File: config.mk
export PLATFORM = sky130hd
export DESIGN_NAME = accent_folded_substring_search
export DESIGN_NICKNAME = d
export VERILOG_FILES = /design/src/rtl/afss_pkg.sv /design/src/rtl/accent_folded_substring_search.sv /design/src/rtl/afss_front.sv /design/src/rtl/afss_fifo.sv /design/src/rtl/afss_back.sv
export VERILOG_INCLUDE_DIRS = /design/src /design/src/rtl
export SDC_FILE = /design/constraint.sdc
export NUM_CORES = 2
export LEC_CHECK = 0
export CAP_MARGIN = 20
export CORE_UTILIZATION = 30
export DETAILED_ROUTE_END_ITERATION = 12
export DONT_BUFFER_PORTS = 1
export GPL_ROUTABILITY_DRIVEN = 1
export GPL_TIMING_DRIVEN = 0
export SYNTH_ARGS = -nofsm -noshare
export SYNTH_HDL_FRONTEND = slang
export SYNTH_SLANG_ARGS = --single-unit
export TNS_END_PERCENT = 10
File: constraint.sdc
create_clock -name clk -period 10.85 [get_ports clk]
set_input_delay 1.6275 -clock clk [delete_from_list [all_inputs] [get_ports clk]]
set_output_delay 1.6275 -clock clk [all_outputs]
set_load 0.02 [all_outputs]
File: src/rtl/accent_folded_substring_search_macros.svh
// Assertion macros shared by the accent folded search RTL
`ifndef ACCENT_FOLDED_SUBSTRING_SEARCH_MACROS_SVH
`define ACCENT_FOLDED_SUBSTRING_SEARCH_MACROS_SVH

// Same-cycle implication, clocked on clk, off during rst
`define AFSS_ASSERT_IMPLY(label, pre, post, msg) \
  label: assert property (@(posedge clk) disable iff (rst) (pre) |-> (post)) \
    else $error(msg);

// Next-cycle implication, clocked on clk, off during rst
`define AFSS_ASSERT_NEXT(label, pre, post, msg) \
  label: assert property (@(posedge clk) disable iff (rst) (pre) |=> (post)) \
    else $error(msg);

`endif

File: src/rtl/afss_pkg.sv
// Package: constants, queue item type and folding functions for the search block
`timescale 1ns / 1ps

package afss_pkg;

  localparam int PATTERN_MAX_DEFAULT   = 16;
  localparam int POSITION_BITS_DEFAULT = 24;

  localparam int PATTERN_CHARS  = 16;
  localparam int LENGTH_BITS    = 5;
  localparam int CFG_INDEX_BITS = 2;
  localparam int CFG_DATA_BITS  = 64;
  localparam int RESULT_SLOTS   = 3;
  localparam int SLOT_BITS      = 2;

  localparam int QUEUE_DEPTH = 4;
  localparam int QPTR_BITS   = $clog2(QUEUE_DEPTH);
  localparam int QCOUNT_BITS = $clog2(QUEUE_DEPTH + 1);

  localparam logic [CFG_INDEX_BITS-1:0] REG_PATTERN_LOW    = 2'd0;
  localparam logic [CFG_INDEX_BITS-1:0] REG_PATTERN_HIGH   = 2'd1;
  localparam logic [CFG_INDEX_BITS-1:0] REG_PATTERN_LENGTH = 2'd2;

  localparam logic [7:0] LEAD_BYTE    = 8'hC3;
  localparam logic [7:0] ACCENT_FIRST = 8'h80;
  localparam logic [7:0] ACCENT_LAST  = 8'hBD;
  localparam logic [7:0] ACCENT_LOWER = 8'hA0;
  localparam logic [7:0] A_RING_LAST  = 8'h85;
  localparam logic [7:0] C_CEDILLA    = 8'h87;
  localparam logic [7:0] N_TILDE      = 8'h91;
  localparam logic [7:0] Y_ACUTE      = 8'h9D;
  localparam logic [7:0] CASE_OFFSET  = 8'h20;
  localparam logic [7:0] UPPER_A      = 8'h41;
  localparam logic [7:0] UPPER_Z      = 8'h5A;
  localparam logic [7:0] NO_MAPPING   = 8'h00;

  typedef struct packed {
    logic [7:0] c0;
    logic       v0;
    logic [7:0] c1;
    logic       v1;
    logic       fin;
  } entry_t;

  function automatic logic [7:0] fold_accent(input logic [7:0] b);
    logic [7:0] u;
    logic [7:0] r;
    u = (b >= ACCENT_LOWER) ? b - CASE_OFFSET : b;
    r = NO_MAPPING;
    if (b >= ACCENT_FIRST && b <= ACCENT_LAST) begin
      if (u <= A_RING_LAST) r = 8'h61;
      else if (u == C_CEDILLA) r = 8'h63;
      else if (u >= 8'h88 && u <= 8'h8B) r = 8'h65;
      else if (u >= 8'h8C && u <= 8'h8F) r = 8'h69;
      else if (u == N_TILDE) r = 8'h6E;
      else if (u >= 8'h92 && u <= 8'h96) r = 8'h6F;
      else if (u >= 8'h99 && u <= 8'h9C) r = 8'h75;
      else if (u == Y_ACUTE) r = 8'h79;
    end
    return r;
  endfunction

  function automatic logic [7:0] fold_plain(input logic [7:0] b);
    logic [7:0] r;
    r = b;
    if (b >= UPPER_A && b <= UPPER_Z) r = b + CASE_OFFSET;
    return r;
  endfunction

endpackage

File: src/rtl/accent_folded_substring_search.sv
// Top level: accent folded substring search, front end, queue and matcher
//
//   channel  | handshake                | payload
//   ---------+--------------------------+-------------------------------------------
//   text     | text_valid / text_stall  | text_byte, final_byte
//   result   | result_valid / result_stall | match_position, end_marker, last_result
//   cfg      | cfg_valid / cfg_ready    | cfg_index, cfg_data
//
// One text byte per cycle while text_stall is low; an item that yields several
// results holds the output register until each result is taken, while the queue
// absorbs the difference. A byte passes a queue slot, then the result register.
// Reset is synchronous on rst; pattern registers read zero, matching is off.
// result_stall backs up into a four-item queue; text_stall rises when it is full.
`timescale 1ns / 1ps

module accent_folded_substring_search #(
  parameter int PATTERN_MAX   = afss_pkg::PATTERN_MAX_DEFAULT,
  parameter int POSITION_BITS = afss_pkg::POSITION_BITS_DEFAULT
) (
  input  logic                                clk,
  input  logic                                rst,
  input  logic                                text_valid,
  output logic                                text_stall,
  input  logic [7:0]                          text_byte,
  input  logic                                final_byte,
  output logic                                result_valid,
  input  logic                                result_stall,
  output logic [POSITION_BITS-1:0]            match_position,
  output logic                                end_marker,
  output logic                                last_result,
  input  logic                                cfg_valid,
  output logic                                cfg_ready,
  input  logic [afss_pkg::CFG_INDEX_BITS-1:0] cfg_index,
  input  logic [afss_pkg::CFG_DATA_BITS-1:0]  cfg_data
);

  logic             push;
  logic             full;
  logic             pop;
  logic             q_valid;
  afss_pkg::entry_t push_entry;
  afss_pkg::entry_t pop_entry;

  assign cfg_ready = 1'b1;

  afss_front u_front (
    .clk        (clk),
    .rst        (rst),
    .text_valid (text_valid),
    .text_stall (text_stall),
    .text_byte  (text_byte),
    .final_byte (final_byte),
    .full       (full),
    .push       (push),
    .entry      (push_entry)
  );

  afss_fifo u_fifo (
    .clk        (clk),
    .rst        (rst),
    .push       (push),
    .push_entry (push_entry),
    .full       (full),
    .pop        (pop),
    .valid      (q_valid),
    .pop_entry  (pop_entry)
  );

  afss_back #(
    .PATTERN_MAX   (PATTERN_MAX),
    .POSITION_BITS (POSITION_BITS)
  ) u_back (
    .clk            (clk),
    .rst            (rst),
    .cfg_valid      (cfg_valid && cfg_ready),
    .cfg_index      (cfg_index),
    .cfg_data       (cfg_data),
    .valid          (q_valid),
    .entry          (pop_entry),
    .pop            (pop),
    .result_valid   (result_valid),
    .result_stall   (result_stall),
    .match_position (match_position),
    .end_marker     (end_marker),
    .last_result    (last_result)
  );

endmodule

File: src/rtl/afss_front.sv
// Front end: takes raw bytes, folds them into up to two characters plus an end flag
`timescale 1ns / 1ps

module afss_front (
  input  logic             clk,
  input  logic             rst,
  input  logic             text_valid,
  output logic             text_stall,
  input  logic [7:0]       text_byte,
  input  logic             final_byte,
  input  logic             full,
  output logic             push,
  output afss_pkg::entry_t entry
);

  logic       pending;
  logic       pending_next;
  logic       accept;
  logic [7:0] mapped;
  logic [7:0] plain;
  logic       is_lead;

  assign text_stall = full;
  assign accept     = text_valid && !full;
  assign mapped     = afss_pkg::fold_accent(text_byte);
  assign plain      = afss_pkg::fold_plain(text_byte);
  assign is_lead    = (text_byte == afss_pkg::LEAD_BYTE);

  always_comb begin
    entry        = '0;
    pending_next = pending;
    if (pending) begin
      if (mapped != afss_pkg::NO_MAPPING) begin
        entry.c0     = mapped;
        entry.v0     = 1'b1;
        pending_next = 1'b0;
      end else begin
        entry.c0 = afss_pkg::LEAD_BYTE;
        entry.v0 = 1'b1;
        if (is_lead) begin
          pending_next = 1'b1;
        end else begin
          entry.c1     = plain;
          entry.v1     = 1'b1;
          pending_next = 1'b0;
        end
      end
    end else if (is_lead) begin
      pending_next = 1'b1;
    end else begin
      entry.c0 = plain;
      entry.v0 = 1'b1;
    end
    // flush a dangling lead before the end marker
    if (final_byte) begin
      if (pending_next) begin
        if (entry.v0) begin
          entry.c1 = afss_pkg::LEAD_BYTE;
          entry.v1 = 1'b1;
        end else begin
          entry.c0 = afss_pkg::LEAD_BYTE;
          entry.v0 = 1'b1;
        end
      end
      entry.fin    = 1'b1;
      pending_next = 1'b0;
    end
  end

  assign push = accept && (entry.v0 || entry.fin);

  always_ff @(posedge clk) begin
    if (rst) begin
      pending <= 1'b0;
    end else if (accept) begin
      pending <= pending_next;
    end
  end

endmodule

File: src/rtl/afss_fifo.sv
// Short queue of folded items between the front end and the matcher
`timescale 1ns / 1ps

`include "accent_folded_substring_search_macros.svh"

module afss_fifo (
  input  logic             clk,
  input  logic             rst,
  input  logic             push,
  input  afss_pkg::entry_t push_entry,
  output logic             full,
  input  logic             pop,
  output logic             valid,
  output afss_pkg::entry_t pop_entry
);

  localparam logic [afss_pkg::QPTR_BITS-1:0] LAST_SLOT =
    afss_pkg::QPTR_BITS'(afss_pkg::QUEUE_DEPTH - 1);
  localparam logic [afss_pkg::QCOUNT_BITS-1:0] FULL_COUNT =
    afss_pkg::QCOUNT_BITS'(afss_pkg::QUEUE_DEPTH);

  afss_pkg::entry_t                   slots [afss_pkg::QUEUE_DEPTH];
  logic [afss_pkg::QPTR_BITS-1:0]     wr_ptr;
  logic [afss_pkg::QPTR_BITS-1:0]     rd_ptr;
  logic [afss_pkg::QCOUNT_BITS-1:0]   count;
  logic                               do_push;
  logic                               do_pop;

  assign full      = (count == FULL_COUNT);
  assign valid     = (count != '0);
  assign pop_entry = slots[rd_ptr];
  assign do_push   = push && !full;
  assign do_pop    = pop && valid;

  always_ff @(posedge clk) begin
    if (do_push) begin
      slots[wr_ptr] <= push_entry;
    end
  end

  always_ff @(posedge clk) begin
    if (rst) begin
      wr_ptr <= '0;
      rd_ptr <= '0;
      count  <= '0;
    end else begin
      if (do_push) begin
        wr_ptr <= (wr_ptr == LAST_SLOT) ? '0 : wr_ptr + 1'b1;
      end
      if (do_pop) begin
        rd_ptr <= (rd_ptr == LAST_SLOT) ? '0 : rd_ptr + 1'b1;
      end
      if (do_push && !do_pop) begin
        count <= count + 1'b1;
      end else if (do_pop && !do_push) begin
        count <= count - 1'b1;
      end
    end
  end

  `AFSS_ASSERT_IMPLY(a_no_push_when_full, push, !full, "item pushed into a full queue")
  `AFSS_ASSERT_NEXT(a_count_grows, do_push && !do_pop, count == $past(count) + 1'b1, "queue count did not grow")

endmodule

File: src/rtl/afss_back.sv
// Back end: pattern registers, character window, match check and result sequencing
`timescale 1ns / 1ps

`include "accent_folded_substring_search_macros.svh"

module afss_back #(
  parameter int PATTERN_MAX   = afss_pkg::PATTERN_MAX_DEFAULT,
  parameter int POSITION_BITS = afss_pkg::POSITION_BITS_DEFAULT
) (
  input  logic                                clk,
  input  logic                                rst,
  input  logic                                cfg_valid,
  input  logic [afss_pkg::CFG_INDEX_BITS-1:0] cfg_index,
  input  logic [afss_pkg::CFG_DATA_BITS-1:0]  cfg_data,
  input  logic                                valid,
  input  afss_pkg::entry_t                    entry,
  output logic                                pop,
  output logic                                result_valid,
  input  logic                                result_stall,
  output logic [POSITION_BITS-1:0]            match_position,
  output logic                                end_marker,
  output logic                                last_result
);

  localparam int CMP = (PATTERN_MAX < afss_pkg::PATTERN_CHARS) ?
                       PATTERN_MAX : afss_pkg::PATTERN_CHARS;
  localparam int LB  = afss_pkg::LENGTH_BITS;
  localparam logic [LB-1:0] CMP_LEN = LB'(CMP);
  localparam logic [POSITION_BITS-1:0] POS_MAX = '1;

  typedef logic [PATTERN_MAX-1:0][7:0] window_t;
  typedef logic [CMP-1:0][7:0]         aligned_t;
  typedef logic [POSITION_BITS-1:0]    pos_t;

  logic [afss_pkg::CFG_DATA_BITS-1:0] pattern_low;
  logic [afss_pkg::CFG_DATA_BITS-1:0] pattern_high;
  logic [LB-1:0]                      pattern_length;
  aligned_t                           pat_al;
  aligned_t                           pat_al_next;
  logic [LB-1:0]                      len_act;
  logic [LB-1:0]                      len_next;

  window_t       window;
  pos_t          folded_count;
  logic [LB-1:0] gap_count;

  pos_t                          res_pos [afss_pkg::RESULT_SLOTS];
  logic [afss_pkg::RESULT_SLOTS-1:0] res_end;
  logic [afss_pkg::SLOT_BITS-1:0]    res_cnt;
  logic [afss_pkg::SLOT_BITS-1:0]    res_idx;

  pos_t                          n_pos [afss_pkg::RESULT_SLOTS];
  logic [afss_pkg::RESULT_SLOTS-1:0] n_end;
  logic [afss_pkg::SLOT_BITS-1:0]    n_cnt;
  logic [afss_pkg::SLOT_BITS-1:0]    hit_cnt;

  window_t       win1;
  window_t       win2;
  pos_t          len_ext;
  pos_t          count1;
  pos_t          count2;
  pos_t          pos0;
  pos_t          pos1;
  logic [LB-1:0] gap_dec0;
  logic [LB-1:0] gap_dec1;
  logic [LB-1:0] gap1;
  logic [LB-1:0] gap2;
  logic          hit0;
  logic          hit1;
  logic          result_fire;
  logic [2*afss_pkg::CFG_DATA_BITS-1:0] pat_all;

  function automatic window_t shift_in(input window_t w, input logic [7:0] c);
    window_t r;
    r[0] = c;
    for (int i = 1; i < PATTERN_MAX; i++) r[i] = w[i-1];
    return r;
  endfunction

  function automatic logic window_hit(input window_t w, input aligned_t p,
                                      input logic [LB-1:0] len);
    logic ok;
    ok = 1'b1;
    for (int i = 0; i < CMP; i++) begin
      if (LB'(i) < len && w[i] != p[i]) ok = 1'b0;
    end
    return ok;
  endfunction

  // configuration registers
  always_ff @(posedge clk) begin
    if (rst) begin
      pattern_low    <= '0;
      pattern_high   <= '0;
      pattern_length <= '0;
    end else if (cfg_valid) begin
      case (cfg_index)
        afss_pkg::REG_PATTERN_LOW:    pattern_low    <= cfg_data;
        afss_pkg::REG_PATTERN_HIGH:   pattern_high   <= cfg_data;
        afss_pkg::REG_PATTERN_LENGTH: pattern_length <= cfg_data[LB-1:0];
        default: ;
      endcase
    end
  end

  // reverse the pattern so that entry i lines up with window entry i
  always_comb begin
    logic [3:0] k;
    pat_all  = {pattern_high, pattern_low};
    len_next = (pattern_length > CMP_LEN) ? CMP_LEN : pattern_length;
    for (int i = 0; i < CMP; i++) begin
      k = 4'(len_next - LB'(1) - LB'(i));
      pat_al_next[i] = (LB'(i) < len_next) ? pat_all[{k, 3'b000} +: 8] : 8'h00;
    end
  end

  always_ff @(posedge clk) begin
    if (rst) begin
      len_act <= '0;
    end else begin
      len_act <= len_next;
    end
    pat_al <= pat_al_next;
  end

  // two chained character pushes per item
  always_comb begin
    len_ext  = POSITION_BITS'(len_act);
    win1     = shift_in(window, entry.c0);
    win2     = shift_in(win1, entry.c1);
    gap_dec0 = (gap_count != '0) ? gap_count - 1'b1 : '0;
    hit0     = entry.v0 && (len_act != '0) && (gap_dec0 == '0) &&
               (folded_count >= len_ext - 1'b1) && window_hit(win1, pat_al, len_act);
    pos0     = folded_count - (len_ext - 1'b1);
    count1   = (folded_count == POS_MAX) ? folded_count : folded_count + 1'b1;
    gap1     = hit0 ? len_act : gap_dec0;
    gap_dec1 = (gap1 != '0) ? gap1 - 1'b1 : '0;
    hit1     = entry.v1 && (len_act != '0) && (gap_dec1 == '0) &&
               (count1 >= len_ext - 1'b1) && window_hit(win2, pat_al, len_act);
    pos1     = count1 - (len_ext - 1'b1);
    count2   = (count1 == POS_MAX) ? count1 : count1 + 1'b1;
    gap2     = hit1 ? len_act : gap_dec1;

    hit_cnt  = afss_pkg::SLOT_BITS'(hit0) + afss_pkg::SLOT_BITS'(hit1);
    n_pos[0] = hit0 ? pos0 : (hit1 ? pos1 : '0);
    n_pos[1] = (hit0 && hit1) ? pos1 : '0;
    n_pos[2] = '0;
    for (int s = 0; s < afss_pkg::RESULT_SLOTS; s++) begin
      n_end[s] = entry.fin && (hit_cnt == afss_pkg::SLOT_BITS'(s));
    end
    n_cnt = hit_cnt + afss_pkg::SLOT_BITS'(entry.fin);
  end

  assign result_valid   = (res_idx != res_cnt);
  assign result_fire    = result_valid && !result_stall;
  assign last_result    = (res_idx == res_cnt - 1'b1);
  assign match_position = res_pos[res_idx];
  assign end_marker     = res_end[res_idx];
  assign pop            = valid && (!result_valid || (result_fire && last_result));

  always_ff @(posedge clk) begin
    if (rst) begin
      folded_count <= '0;
      gap_count    <= '0;
      res_cnt      <= '0;
      res_idx      <= '0;
    end else if (pop) begin
      res_cnt <= n_cnt;
      res_idx <= '0;
      if (entry.fin) begin
        folded_count <= '0;
        gap_count    <= '0;
      end else if (entry.v1) begin
        folded_count <= count2;
        gap_count    <= gap2;
      end else if (entry.v0) begin
        folded_count <= count1;
        gap_count    <= gap1;
      end
    end else if (result_fire) begin
      res_idx <= res_idx + 1'b1;
    end
  end

  always_ff @(posedge clk) begin
    if (pop) begin
      res_pos <= n_pos;
      res_end <= n_end;
      if (entry.v1) begin
        window <= win2;
      end else if (entry.v0) begin
        window <= win1;
      end
    end
  end

  `AFSS_ASSERT_NEXT(a_end_clears_run, pop && entry.fin, folded_count == '0 && gap_count == '0, "run state not cleared after end")
  `AFSS_ASSERT_IMPLY(a_end_is_last, result_valid && end_marker, last_result && match_position == '0, "end marker not last or nonzero")
  `AFSS_ASSERT_IMPLY(a_hold_pending_results, result_valid && !last_result, !pop, "new item loaded over pending results")

endmodule
==> flow_summary.yaml <==
timing:
  maxClockFrequency_ghz: 0.132
  tightestPinTransition_ns: 1.07
  timing.final.crit_share_pct: 69.6
  final.min_clock_period_ns: 7.55
  rsz0062_at_grt: "no"
  setup-tns-final_ns: 0
  hold_viol: 0
  fin_skew_ns: 0.0199
  final-max-slew-violation-count: 0
  final.hold.worst_slack_ns: 0.473
  setup_viol: 0
  timing.max_slew.rel_slack_pct: 27.8
route:
  wl_per_cell_um: 21.9
  wl_mm: 115
  vias: 27200
  dr.first_iter.drc_count: 2547
  drt-pass1-iter-count: 6
  drtAntennaViolNets: 0
  detail_route.drc_violations: 0
  routed_via_count_divided_by_cell_count: 5.19
cells_and_area:
  design_area_um2: 37200
  fillerInstances: 11300
  multi_input_combinational_cell_area_um2: 18600
  finalNonFillerCells: 5240
  finish.utilization_pct: 34.1
  finish.net_count: 3873
  drive_above_1_share_pct: 5.58
  sequential_standard_cell_area_um2: 13600
  areaGrowthSynthToFinish_pct: 12.2
  antennaDiodeCount: 0
cts:
  cts.path.max_buffers: 3
  clock_tree_from_tritoncts: "built"
  cts-buffers-inserted: 60
  cts_resized: 0
  clock_latency_ns: 0.67
  clock-root-buffer: "sky130_fd_sc_hd__clkbuf_16"
  cts_hold_buf: 0
  clock-sinks: 556
  clk_transition_reported_paths_ns: 0.06
  clock_tree.htree_level_count: 2
  postCtsSetupRepairBufs: 0
synthesis:
  synth_top_area_share_pct: 22.4
  synth_cells: 3645
  yosys_register_bits: 556
  yosys_warnings: 0
  post_synth_net_total: 3803
  synthArstFlopShare_pct: 0
  post_synth_instance_area_um2: 33100
  synth_area_leaders: "sky130_fd_sc_hd__edfxtp_1 22%, sky130_fd_sc_hd__dfxtp_1 19%, sky130_fd_sc_hd__mux2i_1 11%"
  synth_edf_count: 247
  netlist.top_cell.by_area: "sky130_fd_sc_hd__edfxtp_1"
  synthesis.area_per_instance_um2: 9.09
  ys_dominant_reg_cell: "sky130_fd_sc_hd__dfxtp_1"
  part_of_the_yosys_area_used_for_sequential_elements_pct: 41.0
  post_synth_num_cell_types: 86
run:
  maxCapViolCount: 0
grt:
  pin_count_of_the_biggest_net_entering_global_routing: 48
  antenna_found_initial: 2
  grt_first_pass_wirelength_mm: 169
  grt_pass1_vias: 25900
  globalRoute.totalOverflow: 0
  globalRouteTotalUtil_pct: 20.1
die:
  design.die.area_um2: 112000
  num_rows: 121
  initial_core_util_pct: 30.4
  floorplan_die_height_um: 334
  fp.dieW_um: 334
  io-pin-count: 109
  core_region_area_um2: 109000
pwr:
  sequentialPowerShare_pct: 41.4
  leakagePower_nw: 15.5
  power_density_nw_per_um2: 221
  peakVddDrop_mv: 0.173
  switchingPower_w: 0.00312
  p_int_w: 0.00509
  power.share.switching_pct: 38.0
  combPwrFrac_pct: 32.7
  clock_power_share_pct: 25.9
critical_path:
  req_time_crit_path_ns: 11.38
  worst_ep_arrival_time_ns: 8.09
  critical_path_peak_fanout: 12
  critical_path.endpoint_type: "register"
  timing.setup.critical_path_class: "register to register"
  worst_setup_path_start_kind: "register"
worst_hold_path:
  min_path_type: "register to register"
run_status:
  status: "finished, final reports clean"
placement:
  hpwlAfterDp_mm: 91.6
  postPlaceCellArea_um2: 35100
  place.detailed.instances: 5129
  finalWeightedCongestion: 0.993
  placement.io_buffers: 0
-- registers in the layout, summed over array words and instances, names as in the netlist, 3 cells and up, named ones only --
register,flops
u_back.gap_count,5
u_back.res_end,3
u_back.win1,120
u_back.pattern_length,5
u_back.len_act,5
u_back.pattern_low,64
u_fifo.count,3
u_back.res_pos,48
u_back.pattern_high,64
u_back.folded_count,24
u_back.pat_al,128
u_fifo.slots,76
-- per-layer routing --
metal / global-route usage (%) / vias to the layer above / share of wire [%]
li1: - / 12900 / -
met1: 26.9 / 13100 / 44
met2: 32.7 / 929 / 46
met3: 2.47 / 197 / 5.9
met4: 8.17 / 0 / 4.1
met5: 0 / - / 0
-- layout make-up --
| cell class | count | share of cell area (%) |
|---|---|---|
| flip-flops and latches | 556 | 36.6 |
| repair buffers | 8 | 0.350 |
| well taps | 1476 | 4.97 |
| inverters | 48 | 0.485 |
| clock inverters | 21 | 0.602 |
| plain buffers | 202 | 2.20 |
| multi-input cells | 2839 | 49.9 |
| clock buffers | 90 | 4.90 |
-- critical path, stage by stage, from the launching register on --
cell and delay [ns]:
sky130_fd_sc_hd__dfxtp_1 0.45, sky130_fd_sc_hd__clkbuf_1 0.41, sky130_fd_sc_hd__inv_1 0.24, sky130_fd_sc_hd__ha_1 0.33, sky130_fd_sc_hd__nor3b_1 0.18, sky130_fd_sc_hd__xnor2_1 0.21, sky130_fd_sc_hd__ha_1 0.42, sky130_fd_sc_hd__nand4_1 0.13
sky130_fd_sc_hd__a21oi_1 0.25, sky130_fd_sc_hd__o221ai_1 0.31, sky130_fd_sc_hd__a21boi_1 0.44, sky130_fd_sc_hd__o21ai_1 0.34, sky130_fd_sc_hd__a211o_1 0.36, sky130_fd_sc_hd__nor3_2 0.61, sky130_fd_sc_hd__inv_2 0.12, sky130_fd_sc_hd__nor2_1 0.17
sky130_fd_sc_hd__nor2_1 0.06, sky130_fd_sc_hd__ha_1 0.33, sky130_fd_sc_hd__a32oi_1 0.06, sky130_fd_sc_hd__nor3_1 0.19, sky130_fd_sc_hd__mux2i_1 0.14, sky130_fd_sc_hd__a211oi_2 0.35, sky130_fd_sc_hd__buf_6 0.26, sky130_fd_sc_hd__buf_8 0.21
sky130_fd_sc_hd__ha_1 0.25, sky130_fd_sc_hd__clkbuf_1 0.37, sky130_fd_sc_hd__and2_1 0.20
-- worst paths after layout --
kind	start	end	slack, ns	cells after the start
setup / recovery	u_back.len_act[0]	u_back.res_pos[46]	3.30	26
hold / removal	u_back.pattern_low[62]	u_back.pattern_low[62]	0.47	2
setup reg to reg	u_back.len_act[0]	u_back.res_pos[46]	3.30	26
hold reg to reg	u_back.pattern_low[62]	u_back.pattern_low[62]	0.47	2
-- synth_stat cells, types with 6 or more instances --
| cell type | n |
|---|---|
| sky130_fd_sc_hd__nand2_1 | 902 |
| sky130_fd_sc_hd__mux2i_1 | 370 |
| sky130_fd_sc_hd__dfxtp_1 | 309 |
| sky130_fd_sc_hd__edfxtp_1 | 247 |
| sky130_fd_sc_hd__a21oi_1 | 220 |
| sky130_fd_sc_hd__xor2_1 | 210 |
| sky130_fd_sc_hd__clkbuf_1 | 144 |
| sky130_fd_sc_hd__xnor2_1 | 135 |
| sky130_fd_sc_hd__nor2_1 | 128 |
| sky130_fd_sc_hd__and3_1 | 100 |
| sky130_fd_sc_hd__ha_1 | 74 |
| sky130_fd_sc_hd__and2_1 | 55 |
| sky130_fd_sc_hd__nand4_1 | 52 |
| sky130_fd_sc_hd__nor4_1 | 52 |
| sky130_fd_sc_hd__o21ai_0 | 49 |
| sky130_fd_sc_hd__nand3_1 | 44 |
| sky130_fd_sc_hd__a211oi_1 | 43 |
| sky130_fd_sc_hd__inv_1 | 42 |
| sky130_fd_sc_hd__o21ai_1 | 36 |
| sky130_fd_sc_hd__nor3_1 | 34 |
| sky130_fd_sc_hd__mux4_2 | 31 |
| sky130_fd_sc_hd__a21o_1 | 30 |
| sky130_fd_sc_hd__buf_1 | 30 |
| sky130_fd_sc_hd__nor2b_1 | 29 |
| sky130_fd_sc_hd__buf_2 | 23 |
| sky130_fd_sc_hd__nand2b_1 | 23 |
| sky130_fd_sc_hd__a31oi_1 | 19 |
| sky130_fd_sc_hd__o21a_1 | 15 |
| sky130_fd_sc_hd__or3_1 | 15 |
| sky130_fd_sc_hd__o31ai_1 | 11 |
| sky130_fd_sc_hd__nor3b_1 | 10 |
| sky130_fd_sc_hd__a31o_1 | 9 |
| sky130_fd_sc_hd__and4_1 | 9 |
| sky130_fd_sc_hd__nand3_2 | 8 |
| sky130_fd_sc_hd__a211o_1 | 7 |
| sky130_fd_sc_hd__nand3b_1 | 7 |
| sky130_fd_sc_hd__o211ai_1 | 7 |
| sky130_fd_sc_hd__a2111oi_0 | 6 |
| sky130_fd_sc_hd__inv_2 | 6 |
| sky130_fd_sc_hd__o21ai_2 | 6 |
| sky130_fd_sc_hd__o22ai_1 | 6 |
-- metrics by stage --
| stage | setup slack (ns) | power [W] |
|---|---|---|
| global route | 2.92 | 0.00867 |
| CTS | 3.34 | 0.00825 |
| global placement | -0.690 | 0.00611 |
| detailed placement | 3.35 | 0.00611 |
| floorplan | 2.37 | 0.00526 |
| finish | 3.30 | 0.00822 |
-- power by group through the flow --
stage | combinational (W) | clock (W) | sequential (W)
3_3_place_gp | 0.00258 | 0 | 0.00353
6_report | 0.00269 | 0.00213 | 0.00340
3_5_place_dp | 0.00268 | 0 | 0.00343
5_1_grt | 0.00299 | 0.00224 | 0.00345
2_1_floorplan | 0.00199 | 0 | 0.00327
4_1_cts | 0.00269 | 0.00217 | 0.00339
-- placed cells by master, fill, tap and decap left out, types with 8 or more instances in the layout --
master	count
sky130_fd_sc_hd__nand2_1	901
sky130_fd_sc_hd__o31ai_1	11
sky130_fd_sc_hd__o21ai_1	36
sky130_fd_sc_hd__nand3_1	44
sky130_fd_sc_hd__or3_1	15
sky130_fd_sc_hd__buf_2	23
sky130_fd_sc_hd__ha_1	74
sky130_fd_sc_hd__dfxtp_1	309
sky130_fd_sc_hd__inv_1	42
sky130_fd_sc_hd__o21a_1	15
sky130_fd_sc_hd__nor4_1	50
sky130_fd_sc_hd__nor3_1	34
sky130_fd_sc_hd__clkbuf_8	14
sky130_fd_sc_hd__a31oi_1	19
sky130_fd_sc_hd__clkbuf_16	63
sky130_fd_sc_hd__buf_1	30
sky130_fd_sc_hd__nor2b_1	29
sky130_fd_sc_hd__xor2_1	210
sky130_fd_sc_hd__a211oi_1	43
sky130_fd_sc_hd__nand4_1	52
sky130_fd_sc_hd__xnor2_1	135
sky130_fd_sc_hd__and4_1	9
sky130_fd_sc_hd__nor3b_1	10
sky130_fd_sc_hd__nand2b_1	23
sky130_fd_sc_hd__o21ai_0	49
sky130_fd_sc_hd__mux4_2	31
sky130_fd_sc_hd__a21o_1	30
sky130_fd_sc_hd__a31o_1	9
sky130_fd_sc_hd__and2_1	55
sky130_fd_sc_hd__edfxtp_1	247
sky130_fd_sc_hd__mux2i_1	370
sky130_fd_sc_hd__and3_1	100
sky130_fd_sc_hd__nand3_2	8
sky130_fd_sc_hd__clkbuf_1	155
sky130_fd_sc_hd__nor2_1	127
sky130_fd_sc_hd__a21oi_1	220
-- kinds of logic after synthesis --
| logic type | synth area share [%] |
|---|---|
| other | 0.0113 |
| and+or+nand+nor | 20.6 |
| muxes | 13.5 |
| xor gates and xnor gates | 9.12 |
| DFF | 41.0 |
| adders and majority gates | 3.07 |
| buffers and inverters | 3.01 |
| AOI/OAI and AO/OA | 9.69 |
(Power assumes the default switching activity.)
